## src/design/ppcw_pkg.sv

```systemverilog
// Package for the polar pose controller: widths, register indexes, state codes,
// the CORDIC arctangent table and the control struct handed to the datapath units.
// No dependencies.
`timescale 1ns / 1ps

package ppcw_pkg;

  localparam int WP_MAX      = 4;
  localparam int WP_IDX_W    = 2;
  localparam int CNT_W       = 5;
  localparam int CORDIC_STEPS = 16;
  localparam int Z_W         = 21;
  localparam int CA_W        = 32;
  localparam int SQ_W        = 34;
  localparam int ACC_W       = 36;
  localparam int CFG_ADDR_W  = 3;
  localparam int CFG_DATA_W  = 32;

  localparam logic signed [Z_W-1:0] PI_Q16 = 21'sd205887;
  localparam logic signed [16:0]    PI_Q12 = 17'sd12868;

  // configuration register indexes
  localparam logic [CFG_ADDR_W-1:0] REG_WP0   = 3'd0;
  localparam logic [CFG_ADDR_W-1:0] REG_WP1   = 3'd1;
  localparam logic [CFG_ADDR_W-1:0] REG_WP2   = 3'd2;
  localparam logic [CFG_ADDR_W-1:0] REG_WP3   = 3'd3;
  localparam logic [CFG_ADDR_W-1:0] REG_K1    = 3'd4;
  localparam logic [CFG_ADDR_W-1:0] REG_K2    = 3'd5;
  localparam logic [CFG_ADDR_W-1:0] REG_K3    = 3'd6;
  localparam logic [CFG_ADDR_W-1:0] REG_THR   = 3'd7;

  // sequencer states
  localparam logic [2:0] ST_IDLE = 3'd0;
  localparam logic [2:0] ST_SQ   = 3'd1;
  localparam logic [2:0] ST_ROOT = 3'd2;
  localparam logic [2:0] ST_MUL  = 3'd3;
  localparam logic [2:0] ST_FIN  = 3'd4;

  typedef struct packed {
    logic             load;
    logic             step;
    logic [CNT_W-1:0] cnt;
  } unit_ctl_t;

  function automatic logic signed [Z_W-1:0] atan_q16(input logic [3:0] i);
    logic signed [Z_W-1:0] v;
    case (i)
      4'd0:    v = 21'sd51472;
      4'd1:    v = 21'sd30386;
      4'd2:    v = 21'sd16055;
      4'd3:    v = 21'sd8150;
      4'd4:    v = 21'sd4091;
      4'd5:    v = 21'sd2047;
      4'd6:    v = 21'sd1024;
      4'd7:    v = 21'sd512;
      4'd8:    v = 21'sd256;
      4'd9:    v = 21'sd128;
      4'd10:   v = 21'sd64;
      4'd11:   v = 21'sd32;
      4'd12:   v = 21'sd16;
      4'd13:   v = 21'sd8;
      4'd14:   v = 21'sd4;
      default: v = 21'sd2;
    endcase
    return v;
  endfunction

endpackage

```

## src/design/ppcw_if.sv

```systemverilog
// Valid/ready channel interfaces for odometry samples and velocity commands.
// Depends on nothing but plain logic types.
`timescale 1ns / 1ps

interface ppcw_in_if;
  logic               valid;
  logic               ready;
  logic signed [15:0] pos_x;
  logic signed [15:0] pos_y;
  logic signed [14:0] yaw;
  modport source (output valid, pos_x, pos_y, yaw, input ready);
  modport sink   (input valid, pos_x, pos_y, yaw, output ready);
endinterface

interface ppcw_out_if;
  logic               valid;
  logic               ready;
  logic signed [15:0] lin_vel;
  logic signed [15:0] ang_vel;
  logic        [15:0] distance;
  logic signed [16:0] alpha;
  logic signed [14:0] bearing;
  logic        [1:0]  waypoint_used;
  logic               arrived;
  modport source (output valid, lin_vel, ang_vel, distance, alpha, bearing,
                  waypoint_used, arrived, input ready);
  modport sink   (input valid, lin_vel, ang_vel, distance, alpha, bearing,
                  waypoint_used, arrived, output ready);
endinterface

```

## src/design/ppcw_cordic.sv

```systemverilog
// Vectoring CORDIC, one iteration per step: angle of (-x, -y) in Q.16 radians.
// Depends on ppcw_pkg.
`timescale 1ns / 1ps

module ppcw_cordic
  import ppcw_pkg::*;
(
  input  logic                  clk,
  input  unit_ctl_t             ctl,
  input  logic signed [16:0]    x_i,
  input  logic signed [16:0]    y_i,
  output logic signed [Z_W-1:0] z_o,
  output logic                  origin_o
);

  logic signed [CA_W-1:0] a_r, b_r, da, db;
  logic signed [Z_W-1:0]  z_r, atn;
  logic                   origin_r;
  logic signed [17:0]     na, nb, a0, b0;
  logic signed [Z_W-1:0]  z0;

  always_comb begin
    na = -{x_i[16], x_i};
    nb = -{y_i[16], y_i};
    if (na < 0) begin
      a0 = -na;
      b0 = -nb;
      z0 = (nb >= 0) ? PI_Q16 : -PI_Q16;
    end else begin
      a0 = na;
      b0 = nb;
      z0 = '0;
    end
    da  = b_r >>> ctl.cnt[3:0];
    db  = a_r >>> ctl.cnt[3:0];
    atn = atan_q16(ctl.cnt[3:0]);
  end

  always_ff @(posedge clk) begin
    if (ctl.load) begin
      a_r      <= {{(CA_W-30){a0[17]}}, a0, 12'b0};
      b_r      <= {{(CA_W-30){b0[17]}}, b0, 12'b0};
      z_r      <= z0;
      origin_r <= (x_i == '0) && (y_i == '0);
    end else if (ctl.step) begin
      // rotate toward the positive x axis
      if (!b_r[CA_W-1]) begin
        a_r <= a_r + da;
        b_r <= b_r - db;
        z_r <= z_r + atn;
      end else begin
        a_r <= a_r - da;
        b_r <= b_r + db;
        z_r <= z_r - atn;
      end
    end
  end

  assign z_o      = z_r;
  assign origin_o = origin_r;

endmodule

```

## src/design/ppcw_norm.sv

```systemverilog
// Distance unit: bit-serial squares of |x| and |y|, then a restoring square root
// producing one root bit per step. Depends on ppcw_pkg.
`timescale 1ns / 1ps

module ppcw_norm
  import ppcw_pkg::*;
(
  input  logic               clk,
  input  unit_ctl_t          sq_ctl,
  input  unit_ctl_t          rt_ctl,
  input  logic signed [16:0] x_i,
  input  logic signed [16:0] y_i,
  output logic        [15:0] rho_o
);

  logic [SQ_W-1:0] mc_x_r, mc_y_r, sq_r, n_r, r_r, bit_r;
  logic [16:0]     mp_x_r, mp_y_r, ax, ay;
  logic [SQ_W:0]   trial;

  assign ax    = x_i[16] ? 17'(-x_i) : 17'(x_i);
  assign ay    = y_i[16] ? 17'(-y_i) : 17'(y_i);
  assign trial = {1'b0, r_r} + {1'b0, bit_r};

  always_ff @(posedge clk) begin
    if (sq_ctl.load) begin
      mc_x_r <= {{(SQ_W-17){1'b0}}, ax};
      mc_y_r <= {{(SQ_W-17){1'b0}}, ay};
      mp_x_r <= ax;
      mp_y_r <= ay;
      sq_r   <= '0;
    end else if (sq_ctl.step) begin
      sq_r   <= sq_r + (mp_x_r[0] ? mc_x_r : '0) + (mp_y_r[0] ? mc_y_r : '0);
      mc_x_r <= mc_x_r << 1;
      mc_y_r <= mc_y_r << 1;
      mp_x_r <= mp_x_r >> 1;
      mp_y_r <= mp_y_r >> 1;
    end
    if (rt_ctl.load) begin
      n_r   <= sq_r;
      r_r   <= '0;
      bit_r <= {2'b01, {(SQ_W-2){1'b0}}};
    end else if (rt_ctl.step) begin
      if ({1'b0, n_r} >= trial) begin
        n_r <= n_r - trial[SQ_W-1:0];
        r_r <= (r_r >> 1) + bit_r;
      end else begin
        r_r <= r_r >> 1;
      end
      bit_r <= bit_r >> 2;
    end
  end

  assign rho_o = (r_r > SQ_W'(16'hFFFF)) ? 16'hFFFF : r_r[15:0];

endmodule

```

## src/design/ppcw_mac.sv

```systemverilog
// Serial gain multiplier: one gain bit per step for k1*rho and k2*alpha + k3*beta,
// with rounding and 16-bit saturation on the outputs. Depends on ppcw_pkg.
`timescale 1ns / 1ps

module ppcw_mac
  import ppcw_pkg::*;
(
  input  logic               clk,
  input  unit_ctl_t          ctl,
  input  logic        [15:0] rho_i,
  input  logic signed [16:0] alpha_i,
  input  logic signed [14:0] beta_i,
  input  logic signed [15:0] k1_i,
  input  logic signed [15:0] k2_i,
  input  logic signed [15:0] k3_i,
  output logic signed [15:0] lin_o,
  output logic signed [15:0] ang_o
);

  logic signed [ACC_W-1:0] op_r_r, op_a_r, op_b_r, acc_l_r, acc_a_r;
  logic signed [ACC_W-1:0] t_r, t_a, t_b;
  logic signed [ACC_W-1:0] rl, ra;
  logic signed [ACC_W-13:0] sl, sa;
  logic                     last;

  function automatic logic signed [15:0] sat16(input logic signed [ACC_W-13:0] v);
    if (v > 32767)       return 16'sh7FFF;
    else if (v < -32768) return 16'sh8000;
    else                 return v[15:0];
  endfunction

  always_comb begin
    last = (ctl.cnt[3:0] == 4'd15);
    t_r  = k1_i[ctl.cnt[3:0]] ? (last ? -op_r_r : op_r_r) : '0;
    t_a  = k2_i[ctl.cnt[3:0]] ? (last ? -op_a_r : op_a_r) : '0;
    t_b  = k3_i[ctl.cnt[3:0]] ? (last ? -op_b_r : op_b_r) : '0;
    rl   = acc_l_r + ACC_W'(2048);
    ra   = acc_a_r + ACC_W'(2048);
    sl   = rl[ACC_W-1:12];
    sa   = ra[ACC_W-1:12];
  end

  always_ff @(posedge clk) begin
    if (ctl.load) begin
      op_r_r  <= {{(ACC_W-16){1'b0}}, rho_i};
      op_a_r  <= {{(ACC_W-17){alpha_i[16]}}, alpha_i};
      op_b_r  <= {{(ACC_W-15){beta_i[14]}}, beta_i};
      acc_l_r <= '0;
      acc_a_r <= '0;
    end else if (ctl.step) begin
      acc_l_r <= acc_l_r + t_r;
      acc_a_r <= acc_a_r + t_a + t_b;
      op_r_r  <= op_r_r <<< 1;
      op_a_r  <= op_a_r <<< 1;
      op_b_r  <= op_b_r <<< 1;
    end
  end

  assign lin_o = sat16(sl);
  assign ang_o = sat16(sa);

endmodule

```

## src/design/polar_pose_control_waypoints.sv

```systemverilog
// Top level of the polar pose controller; instantiates ppcw_cordic, ppcw_norm and
// ppcw_mac, uses ppcw_pkg and the channel interfaces in ppcw_if.
`timescale 1ns / 1ps

// Polar pose controller with a ring of waypoints. Each odometry transfer
// (pos_x, pos_y, yaw) has the current waypoint offset added, then the block
// forms distance rho, bearing beta = -atan2(-y,-x) and heading error
// alpha = -beta - yaw, and returns lin_vel = k1*rho and ang_vel = k2*alpha +
// k3*beta, both rounded and saturated. When rho is below the arrival threshold
// the waypoint index advances, wrapping after WAYPOINT_COUNT entries. One sample
// is processed at a time: bit-serial squaring (CORDIC running alongside, one
// iteration per cycle), then the one-bit-per-cycle square root, the
// one-gain-bit-per-cycle multiply and a final rounding state; a new sample is
// taken the cycle after the result is loaded into the output register. The
// output register holds a result until it is taken. Configuration writes are
// meant for idle periods only; writes to indexes beyond the list are dropped.
module polar_pose_control_waypoints
  import ppcw_pkg::*;
#(
  parameter int WAYPOINT_COUNT = WP_MAX
) (
  input  logic                  clk,
  input  logic                  rst_n,
  ppcw_in_if.sink               in_chan,
  ppcw_out_if.source            out_chan,
  input  logic                  cfg_we,
  input  logic [CFG_ADDR_W-1:0] cfg_addr,
  input  logic [CFG_DATA_W-1:0] cfg_wdata
);

  // configuration
  logic [31:0]        wp_r [WAYPOINT_COUNT];
  logic signed [15:0] k1_r, k2_r, k3_r;
  logic [15:0]        thr_r;

  // sequencer
  logic [2:0]          state_r, state_nxt;
  logic [CNT_W-1:0]    cnt_r, cnt_nxt;
  logic [WP_IDX_W-1:0] idx_r, idx_nxt, used_r;
  logic signed [14:0]  yaw_r;
  logic signed [16:0]  x_c, y_c, alpha_r;
  logic signed [14:0]  bearing_r;
  logic                in_fire, out_load;

  // output register
  logic                out_valid_r;
  logic signed [15:0]  lin_o_r, ang_o_r;
  logic [15:0]         dist_o_r;
  logic signed [16:0]  alpha_o_r;
  logic signed [14:0]  bear_o_r;
  logic [WP_IDX_W-1:0] used_o_r;
  logic                arr_o_r;

  unit_ctl_t          cor_ctl, sq_ctl, rt_ctl, mac_ctl;
  logic signed [Z_W-1:0] z;
  logic                origin;
  logic [15:0]         rho;
  logic signed [15:0]  lin, ang;
  logic signed [16:0]  zr, zc;
  logic signed [Z_W-1:0] zs;
  logic                arrived;
  logic [31:0]         wp_sel;

  assign in_chan.ready = (state_r == ST_IDLE);
  assign in_fire       = in_chan.valid && in_chan.ready;
  assign out_load      = (state_r == ST_FIN) && (!out_valid_r || out_chan.ready);
  assign arrived       = (rho < thr_r);

  // add the waypoint offset to the sample
  assign wp_sel = wp_r[idx_r];
  assign x_c = {wp_sel[31], wp_sel[31:16]} + {in_chan.pos_x[15], in_chan.pos_x};
  assign y_c = {wp_sel[15], wp_sel[15:0]}  + {in_chan.pos_y[15], in_chan.pos_y};

  // round the Q.16 angle to Q3.12 and clamp to +-pi (zero at the origin)
  always_comb begin
    zs = z + Z_W'(8);
    zr = zs[Z_W-1:4];
    if (origin)           zc = '0;
    else if (zr > PI_Q12)  zc = PI_Q12;
    else if (zr < -PI_Q12) zc = -PI_Q12;
    else                   zc = zr;
  end

  // unit control: load on entry, then one digit per cycle
  always_comb begin
    sq_ctl  = '{load: in_fire, step: (state_r == ST_SQ), cnt: cnt_r};
    cor_ctl = '{load: in_fire, step: (state_r == ST_SQ) && (cnt_r < CNT_W'(CORDIC_STEPS)),
                cnt: cnt_r};
    rt_ctl  = '{load: (state_r == ST_ROOT) && (cnt_r == '0),
                step: (state_r == ST_ROOT) && (cnt_r != '0), cnt: cnt_r};
    mac_ctl = '{load: (state_r == ST_MUL) && (cnt_r == '0),
                step: (state_r == ST_MUL) && (cnt_r != '0), cnt: cnt_r - CNT_W'(1)};
  end

  always_comb begin
    state_nxt = state_r;
    cnt_nxt   = cnt_r + CNT_W'(1);
    idx_nxt   = idx_r;
    unique case (state_r)
      ST_IDLE: begin
        cnt_nxt = '0;
        if (in_fire) state_nxt = ST_SQ;
      end
      ST_SQ: begin
        if (cnt_r == CNT_W'(16)) begin
          state_nxt = ST_ROOT;
          cnt_nxt   = '0;
        end
      end
      ST_ROOT: begin
        if (cnt_r == CNT_W'(17)) begin
          state_nxt = ST_MUL;
          cnt_nxt   = '0;
        end
      end
      ST_MUL: begin
        if (cnt_r == CNT_W'(16)) begin
          state_nxt = ST_FIN;
          cnt_nxt   = '0;
        end
      end
      ST_FIN: begin
        cnt_nxt = '0;
        if (out_load) begin
          state_nxt = ST_IDLE;
          // advance the waypoint on arrival
          if (arrived) begin
            if (32'(used_r) + 32'd1 >= 32'(WAYPOINT_COUNT)) idx_nxt = '0;
            else idx_nxt = used_r + WP_IDX_W'(1);
          end
        end
      end
      default: begin
        state_nxt = ST_IDLE;
        cnt_nxt   = '0;
      end
    endcase
  end

  always_ff @(posedge clk) begin
    if (!rst_n) begin
      state_r     <= ST_IDLE;
      cnt_r       <= '0;
      idx_r       <= '0;
      out_valid_r <= 1'b0;
      k1_r        <= 16'sd1024;
      k2_r        <= 16'sd3686;
      k3_r        <= -16'sd1229;
      thr_r       <= 16'd8;
      for (int i = 0; i < WAYPOINT_COUNT; i++) begin
        wp_r[i] <= {16'(-(i + 1) * 256), 16'h0000};
      end
    end else begin
      state_r <= state_nxt;
      cnt_r   <= cnt_nxt;
      idx_r   <= idx_nxt;
      if (out_load)                               out_valid_r <= 1'b1;
      else if (out_chan.ready)                    out_valid_r <= 1'b0;
      if (cfg_we) begin
        unique case (cfg_addr)
          REG_WP0, REG_WP1, REG_WP2, REG_WP3: begin
            for (int i = 0; i < WAYPOINT_COUNT; i++) begin
              if (cfg_addr == CFG_ADDR_W'(i)) wp_r[i] <= cfg_wdata;
            end
          end
          REG_K1:  k1_r  <= cfg_wdata[15:0];
          REG_K2:  k2_r  <= cfg_wdata[15:0];
          REG_K3:  k3_r  <= cfg_wdata[15:0];
          REG_THR: thr_r <= cfg_wdata[15:0];
          default: ;
        endcase
      end
    end
  end

  // payload registers
  always_ff @(posedge clk) begin
    if (in_fire) begin
      yaw_r  <= in_chan.yaw;
      used_r <= idx_r;
    end
    if (rt_ctl.load) begin
      bearing_r <= 15'(-zc);
      alpha_r   <= zc - {{2{yaw_r[14]}}, yaw_r};
    end
    if (out_load) begin
      lin_o_r   <= lin;
      ang_o_r   <= ang;
      dist_o_r  <= rho;
      alpha_o_r <= alpha_r;
      bear_o_r  <= bearing_r;
      used_o_r  <= used_r;
      arr_o_r   <= arrived;
    end
  end

  ppcw_cordic u_cordic (
    .clk     (clk),
    .ctl     (cor_ctl),
    .x_i     (x_c),
    .y_i     (y_c),
    .z_o     (z),
    .origin_o(origin)
  );

  ppcw_norm u_norm (
    .clk   (clk),
    .sq_ctl(sq_ctl),
    .rt_ctl(rt_ctl),
    .x_i   (x_c),
    .y_i   (y_c),
    .rho_o (rho)
  );

  ppcw_mac u_mac (
    .clk    (clk),
    .ctl    (mac_ctl),
    .rho_i  (rho),
    .alpha_i(alpha_r),
    .beta_i (bearing_r),
    .k1_i   (k1_r),
    .k2_i   (k2_r),
    .k3_i   (k3_r),
    .lin_o  (lin),
    .ang_o  (ang)
  );

  assign out_chan.valid         = out_valid_r;
  assign out_chan.lin_vel       = lin_o_r;
  assign out_chan.ang_vel       = ang_o_r;
  assign out_chan.distance      = dist_o_r;
  assign out_chan.alpha         = alpha_o_r;
  assign out_chan.bearing       = bear_o_r;
  assign out_chan.waypoint_used = used_o_r;
  assign out_chan.arrived       = arr_o_r;

`ifndef ASSERT_OFF
  a_busy_after_fire: assert property (@(posedge clk) disable iff (!rst_n)
    in_fire |=> (state_r == ST_SQ))
    else $error("sequencer did not start after sample transfer");

  a_idx_range: assert property (@(posedge clk) disable iff (!rst_n)
    32'(idx_r) < 32'(WAYPOINT_COUNT))
    else $error("waypoint index out of range");

  a_idx_hold: assert property (@(posedge clk) disable iff (!rst_n)
    !(out_load && arrived) |=> $stable(idx_r))
    else $error("waypoint index moved without arrival");

  a_cnt_bound: assert property (@(posedge clk) disable iff (!rst_n)
    (state_r == ST_SQ || state_r == ST_MUL) |-> (cnt_r <= CNT_W'(16)))
    else $error("digit counter overran");

  a_load_valid: assert property (@(posedge clk) disable iff (!rst_n)
    out_load |=> out_valid_r)
    else $error("result load lost");
`endif

endmodule

```

## src/flat_wrapper.sv

```systemverilog
// flat-port wrapper written by rule: the top's interface ports become plain ports
module polar_pose_control_waypoints_flat import ppcw_pkg::*;
#(
  parameter int WAYPOINT_COUNT = WP_MAX
)
  (clk, rst_n, cfg_we, cfg_addr, cfg_wdata, in_chan_valid, in_chan_pos_x, in_chan_pos_y, in_chan_yaw, in_chan_ready, out_chan_valid, out_chan_lin_vel, out_chan_ang_vel, out_chan_distance, out_chan_alpha, out_chan_bearing, out_chan_waypoint_used, out_chan_arrived, out_chan_ready);
  ppcw_in_if in_chan_i ();
  ppcw_out_if out_chan_i ();
  input  logic clk;
  input  logic rst_n;
  input  logic cfg_we;
  input  logic [CFG_ADDR_W-1:0] cfg_addr;
  input  logic [CFG_DATA_W-1:0] cfg_wdata;
  input wire logic [$bits(in_chan_i.valid)-1:0] in_chan_valid;
  input wire logic [$bits(in_chan_i.pos_x)-1:0] in_chan_pos_x;
  input wire logic [$bits(in_chan_i.pos_y)-1:0] in_chan_pos_y;
  input wire logic [$bits(in_chan_i.yaw)-1:0] in_chan_yaw;
  output wire logic [$bits(in_chan_i.ready)-1:0] in_chan_ready;
  output wire logic [$bits(out_chan_i.valid)-1:0] out_chan_valid;
  output wire logic [$bits(out_chan_i.lin_vel)-1:0] out_chan_lin_vel;
  output wire logic [$bits(out_chan_i.ang_vel)-1:0] out_chan_ang_vel;
  output wire logic [$bits(out_chan_i.distance)-1:0] out_chan_distance;
  output wire logic [$bits(out_chan_i.alpha)-1:0] out_chan_alpha;
  output wire logic [$bits(out_chan_i.bearing)-1:0] out_chan_bearing;
  output wire logic [$bits(out_chan_i.waypoint_used)-1:0] out_chan_waypoint_used;
  output wire logic [$bits(out_chan_i.arrived)-1:0] out_chan_arrived;
  input wire logic [$bits(out_chan_i.ready)-1:0] out_chan_ready;
  assign in_chan_i.valid = in_chan_valid;
  assign in_chan_i.pos_x = in_chan_pos_x;
  assign in_chan_i.pos_y = in_chan_pos_y;
  assign in_chan_i.yaw = in_chan_yaw;
  assign in_chan_ready = in_chan_i.ready;
  assign out_chan_valid = out_chan_i.valid;
  assign out_chan_lin_vel = out_chan_i.lin_vel;
  assign out_chan_ang_vel = out_chan_i.ang_vel;
  assign out_chan_distance = out_chan_i.distance;
  assign out_chan_alpha = out_chan_i.alpha;
  assign out_chan_bearing = out_chan_i.bearing;
  assign out_chan_waypoint_used = out_chan_i.waypoint_used;
  assign out_chan_arrived = out_chan_i.arrived;
  assign out_chan_i.ready = out_chan_ready;
  polar_pose_control_waypoints #(.WAYPOINT_COUNT(WAYPOINT_COUNT)) u_core (.clk(clk), .rst_n(rst_n), .in_chan(in_chan_i), .out_chan(out_chan_i), .cfg_we(cfg_we), .cfg_addr(cfg_addr), .cfg_wdata(cfg_wdata));
endmodule
```

## config.mk

```make
export PLATFORM = sky130hd
export DESIGN_NAME = polar_pose_control_waypoints_flat
export DESIGN_NICKNAME = d
export VERILOG_FILES = /design/src/design/ppcw_pkg.sv /design/src/design/ppcw_if.sv /design/src/design/ppcw_cordic.sv /design/src/design/ppcw_norm.sv /design/src/design/ppcw_mac.sv /design/src/design/polar_pose_control_waypoints.sv /design/src/flat_wrapper.sv
export SDC_FILE = /design/constraint.sdc
export NUM_CORES = 2
export LEC_CHECK = 0
export BUFFER_PORTS_ARGS = -buffer_cell sky130_fd_sc_hd__buf_2
export CAP_MARGIN = 20
export CORE_UTILIZATION = 58
export DETAILED_ROUTE_END_ITERATION = 8
export GPL_ROUTABILITY_DRIVEN = 0
export MAX_ROUTING_LAYER = met4
export PLACE_DENSITY = 0.9
export SKIP_LAST_GASP = 1
export SLEW_MARGIN = 20
export SYNTH_ARGS = -nofsm -noshare
export SYNTH_HDL_FRONTEND = slang
export SYNTH_SLANG_ARGS = --single-unit
```

## constraint.sdc

```tcl
create_clock -name clk -period 7.15 [get_ports clk]
set_input_delay 0.3575 -clock clk [delete_from_list [all_inputs] [get_ports clk]]
set_output_delay 0.3575 -clock clk [all_outputs]
set_load 0.05 [all_outputs]
```

==> qor.csv <==
stage;metric;value;unit
run_status;outcome;complete, no violations;
critical_path;Setup CP Type;flop to flop;
sta;Clock Skew;0.0391;ns
synthesis;Post-Synth Simple-Gate Area;0.187;
floorplan;Die Height;324;um
layout;FF/Latch Area;21900;sq um
critical_path;WP data arrival;7.35;ns
synthesis;synthesized area;60100;sq um
global_route;total gr overflow;0;
synthesis;post-synthesis adder-cell area fraction;0.0974;
critical_path;kind of end point of the critical path;flop;
layout;layout cells sized above 1;0.101;
synthesis;Synth warnings;0;
sta;post-route minimum period;6.76;ns
route;Routed WL per cell;21.2;um
route;vias per inst;6.59;
power;Reg power frac;0.307;
clocking;setup bufs post-CTS;0;
floorplan;Die Width;324;um
synthesis;Post-Synth XOR/XNOR Area;0.0787;
synthesis;Yosys top cell area share;0.256;
floorplan;row count;117;
sta;final setup violation count;0;
route;post-route ant nets;0;
clocking;clk slew on worst S/H paths;0.06;ns
route;Vias;52900;
sta;unrepaired setup endpoints after global routing;no;
floorplan;core area;102000;sq um
power;Power Total;20.9;mW
clocking;Num CTS Buffers;88;
route;Initial DRT Pass Iterations;7;
clocking;clk_lat worst skew;0.71;ns
sta;hold violation count in the final report;0;
synthesis;multiplexer share of the synthesized area;0.0656;
power;switching share of power;0.401;
sta;final worst setup slack;0.385;ns
layout;Final Util;0.642;
layout;Layout area overhead;9.07;%
synthesis;async set-or-reset flop fraction in the synthesized netlist;0;
power;pwr dens;319;nW/um^2
synthesis;EDFF count, synth;512;
synthesis;number of synthesized register bits;840;
layout;Multi-input gate area;36400;sq um
synthesis;sequential fraction of the synthesis area;0.365;
synthesis;top post-synthesis cells by area;edfxtp_1 26%, dfxtp_1 11%, ha_1 7.1%;
power;Switch Pwr;8.38;mW
synthesis;Yosys top cell by area;edfxtp_1;
synthesis;Post-Syn Instances;6522;
sta;Worst Max-Slew Pin Slew;1.14;ns
sta;Fmax;148;MHz
clocking;clock sinks;840;
route;Residual DRC;0;
floorplan;Starting Density;0.588;
placement;Post-DP HPWL;119000;um
sta;Fin Setup TNS;0;ns
global_route;largest net degree at the start of global routing;85;
synthesis;Main synth FF type;edfxtp_1;
route;drt total wl;171000;um
sta;Max-slew headroom;0.238;
floorplan;I/O pin cnt;172;
placement;placed insts;7831;
synthesis;syn nets;7030;
flow_run;max cap viols;0;
clocking;H-tree depth;3;
route;Iter 0 DRT Violations;6506;
critical_path;slowest stage delay, CP;0.88;ns
global_route;vias in the first global route;50800;
global_route;initial antenna violation count;7;
placement;pre-CTS setup slack;0.594;ns
floorplan;area of the die;105000;sq um
worst_hold_path;hold crit path type;primary input to flop;
clocking;Max Root-Sink Buffers;3;
layout;fin cells;8031;
critical_path;Worst path slowest cell;xnor2_1;
sta;period utilization;0.946;
critical_path;Worst EP required;7.73;ns
critical_path;crit path cell chain;inv_1, ha_1, xnor2_1, mux2_2, o21ai_2, buf_4, a21oi_1, fa_1, ha_1, a21o_1, a21o_1, a211oi_1, o21ai_0, a31o_2, a31oi_1, o21a_1, o21ai_0, a31oi_1, xor2_1, o31ai_1;
synthesis;Distinct cells, synth;102;
layout;# fillers;7513;
global_route;overall routing resource usage;0.327;
power;Leak Pwr;26.0;nW
layout;Layout Nets;7093;
clocking;CTS tree;done;
sta;Slew Limit Fails;0;
placement;PortBufs;171;
power;design internal power;12.5;mW
critical_path;Worst setup SP type;flop;
power;Peak VDD IR;304;uV
power;Clock power frac;0.233;
synthesis;Compound-Gate Fraction of Synth Area;0.174;
critical_path;crit path max fanout;36;
power;Comb pwr share;0.461;
synthesis;main combinational cell family by area after synthesis;simple AND/OR/NAND/NOR gates;
clocking;Root Driver;clkbuf_16;
synthesis;syn avg cell area;9.21;sq um
global_route;global-route wire length before repair;267000;um
## layout by cell type, fill, tap and decap left out, types with 47 or more instances in the layout
cell type and count:
and2_1 197, o21ai_0 431, mux2i_1 72, buf_2 171
dfxtp_1 323, or3_1 80, inv_1 185, o31ai_1 68
nor2b_1 55, and3_1 78, o21a_1 90, fa_1 78
buf_4 65, nand2_1 841, edfxtp_1 512, nand3_1 186
nor3_1 124, ha_1 343, a21oi_1 368, a31oi_1 83
nor2_1 493, clkbuf_16 95, mux4_2 121, o22ai_1 47
a21o_1 179, xor2_1 236, xnor2_1 302, nand2b_1 94
## worst max-delay path, delay by kind of cell (launching register included)
| family | cells | cell delay, ns |
|---|---|---|
| DFF | 1 | 0.70 |
| AOI/OAI and AO/OA | 12 | 2.86 |
| adders and majority gates | 3 | 1.13 |
| muxes | 1 | 0.44 |
| xor gates and xnor gates | 2 | 0.97 |
| buffers and inverters | 2 | 0.54 |
## final cells by class
class / instances / share of cell area
diodes: 4 / 0.000153
clock buffers: 116 / 0.0384
clock inverters: 48 / 0.00809
inverters: 191 / 0.0110
multi-input cells: 5196 / 0.556
flip-flops and latches: 840 / 0.335
well taps: 1368 / 0.0261
repair buffers: 268 / 0.0257
## timing repair
action | CTS | global route
setup endpoints to repair | 0 | 1
resized for setup | 0 | 1
hold buffers | 31 | 0
endpoints found under the hold margin | 74 | 0
## sequential cells by signal, summed over array words and instances, names as in the netlist, 32 cells and up, named ones only
| signal | count |
|---|---|
| u_core.u_mac.acc_l_r | 36 |
| u_core.u_cordic.b_r | 32 |
| u_core.u_norm.mc_x_r | 34 |
| u_core.u_mac.acc_a_r | 36 |
| u_core.wp_r | 128 |
| u_core.u_cordic.a_r | 32 |
| u_core.u_mac.op_b_r | 36 |
| u_core.u_norm.sq_r | 34 |
| u_core.u_norm.n_r | 34 |
| u_core.u_norm.mc_y_r | 34 |
| u_core.u_mac.op_r_r | 36 |
| u_core.u_norm.r_r | 34 |
| u_core.u_mac.op_a_r | 36 |
## synth_stat cells, drive strengths merged (18+ instances only)
cell type / count
o31ai: 71
dfxtp: 328
a31oi: 83
o21bai: 37
or4: 21
nand4: 35
or2: 24
nand3b: 18
buf: 52
nor2: 498
inv: 190
mux2: 44
clkbuf: 243
xor2: 236
mux2i: 72
edfxtp: 512
a21boi: 45
ha: 343
a21oi: 371
o22ai: 47
mux4: 121
a211oi: 42
o21ai: 444
nand2b: 95
and3: 79
nor3: 129
o41ai: 25
or3: 80
o21a: 90
fa: 78
nand2: 845
a31o: 20
xnor2: 303
and2: 198
a21o: 179
o211ai: 28
nor4: 37
nor2b: 56
nand3: 186
## power by group through the flow
stage	clock [mW]	sequential, mW	combinational [mW]
floorplan	0	6.11	7.32
CTS	4.85	6.35	9.30
global placement	0	6.42	8.71
finish	4.86	6.41	9.63
detailed placement	0	6.44	9.14
global route	5.05	6.43	10.4
## metrics by stage
stage | cell area [sq um] | hold slack, ns
after detailed placement | 62100 | 0.422
after global placement | 62100 | 0.411
after CTS | 65500 | 0.0763
after global routing | 65500 | 0.0853
after floorplan | 60100 | 0.408
final | 65500 | 0.0983
## cell families (layout without fill, tap and decap cells)
logic type	Yosys count	after routing
AO/OA/AOI/OAI	1640	1640
XOR/XNOR	539	539
adder cells (fa/ha/maj)	421	421
buffers and inverters	486	623
flip-flops	840	840
multiplexers	237	237
other	0	4
AND/OR/NAND/NOR	2359	2359
## worst paths after layout
| path | depth (start not counted) | from | endpoint | slack (ns) |
|---|---|---|---|---|
| worst min register to register | 2 | u_core.u_norm.mc_x_r[31] | u_core.u_norm.mc_x_r[32] | 0.43 |
| worst max register to register | 20 | u_core.cnt_r[0] | u_core.u_mac.acc_a_r[20] | 0.39 |
| worst max-delay path | 20 | u_core.cnt_r[0] | u_core.u_mac.acc_a_r[20] | 0.39 |
| worst min-delay path | 3 | cfg_wdata[7] | u_core.k3_r[7] | 0.1 |
## routing by layer
| metal | vias to the layer above | track usage | wire length, um |
|---|---|---|---|
| li1 | 23900 | - | - |
| met1 | 24900 | 0.384 | 62600 |
| met2 | 3314 | 0.528 | 79700 |
| met3 | 833 | 0.0649 | 17600 |
| met4 | 0 | 0.180 | 10600 |
| met5 | - | - | 0 |
Power figures use the tool's default switching activity.
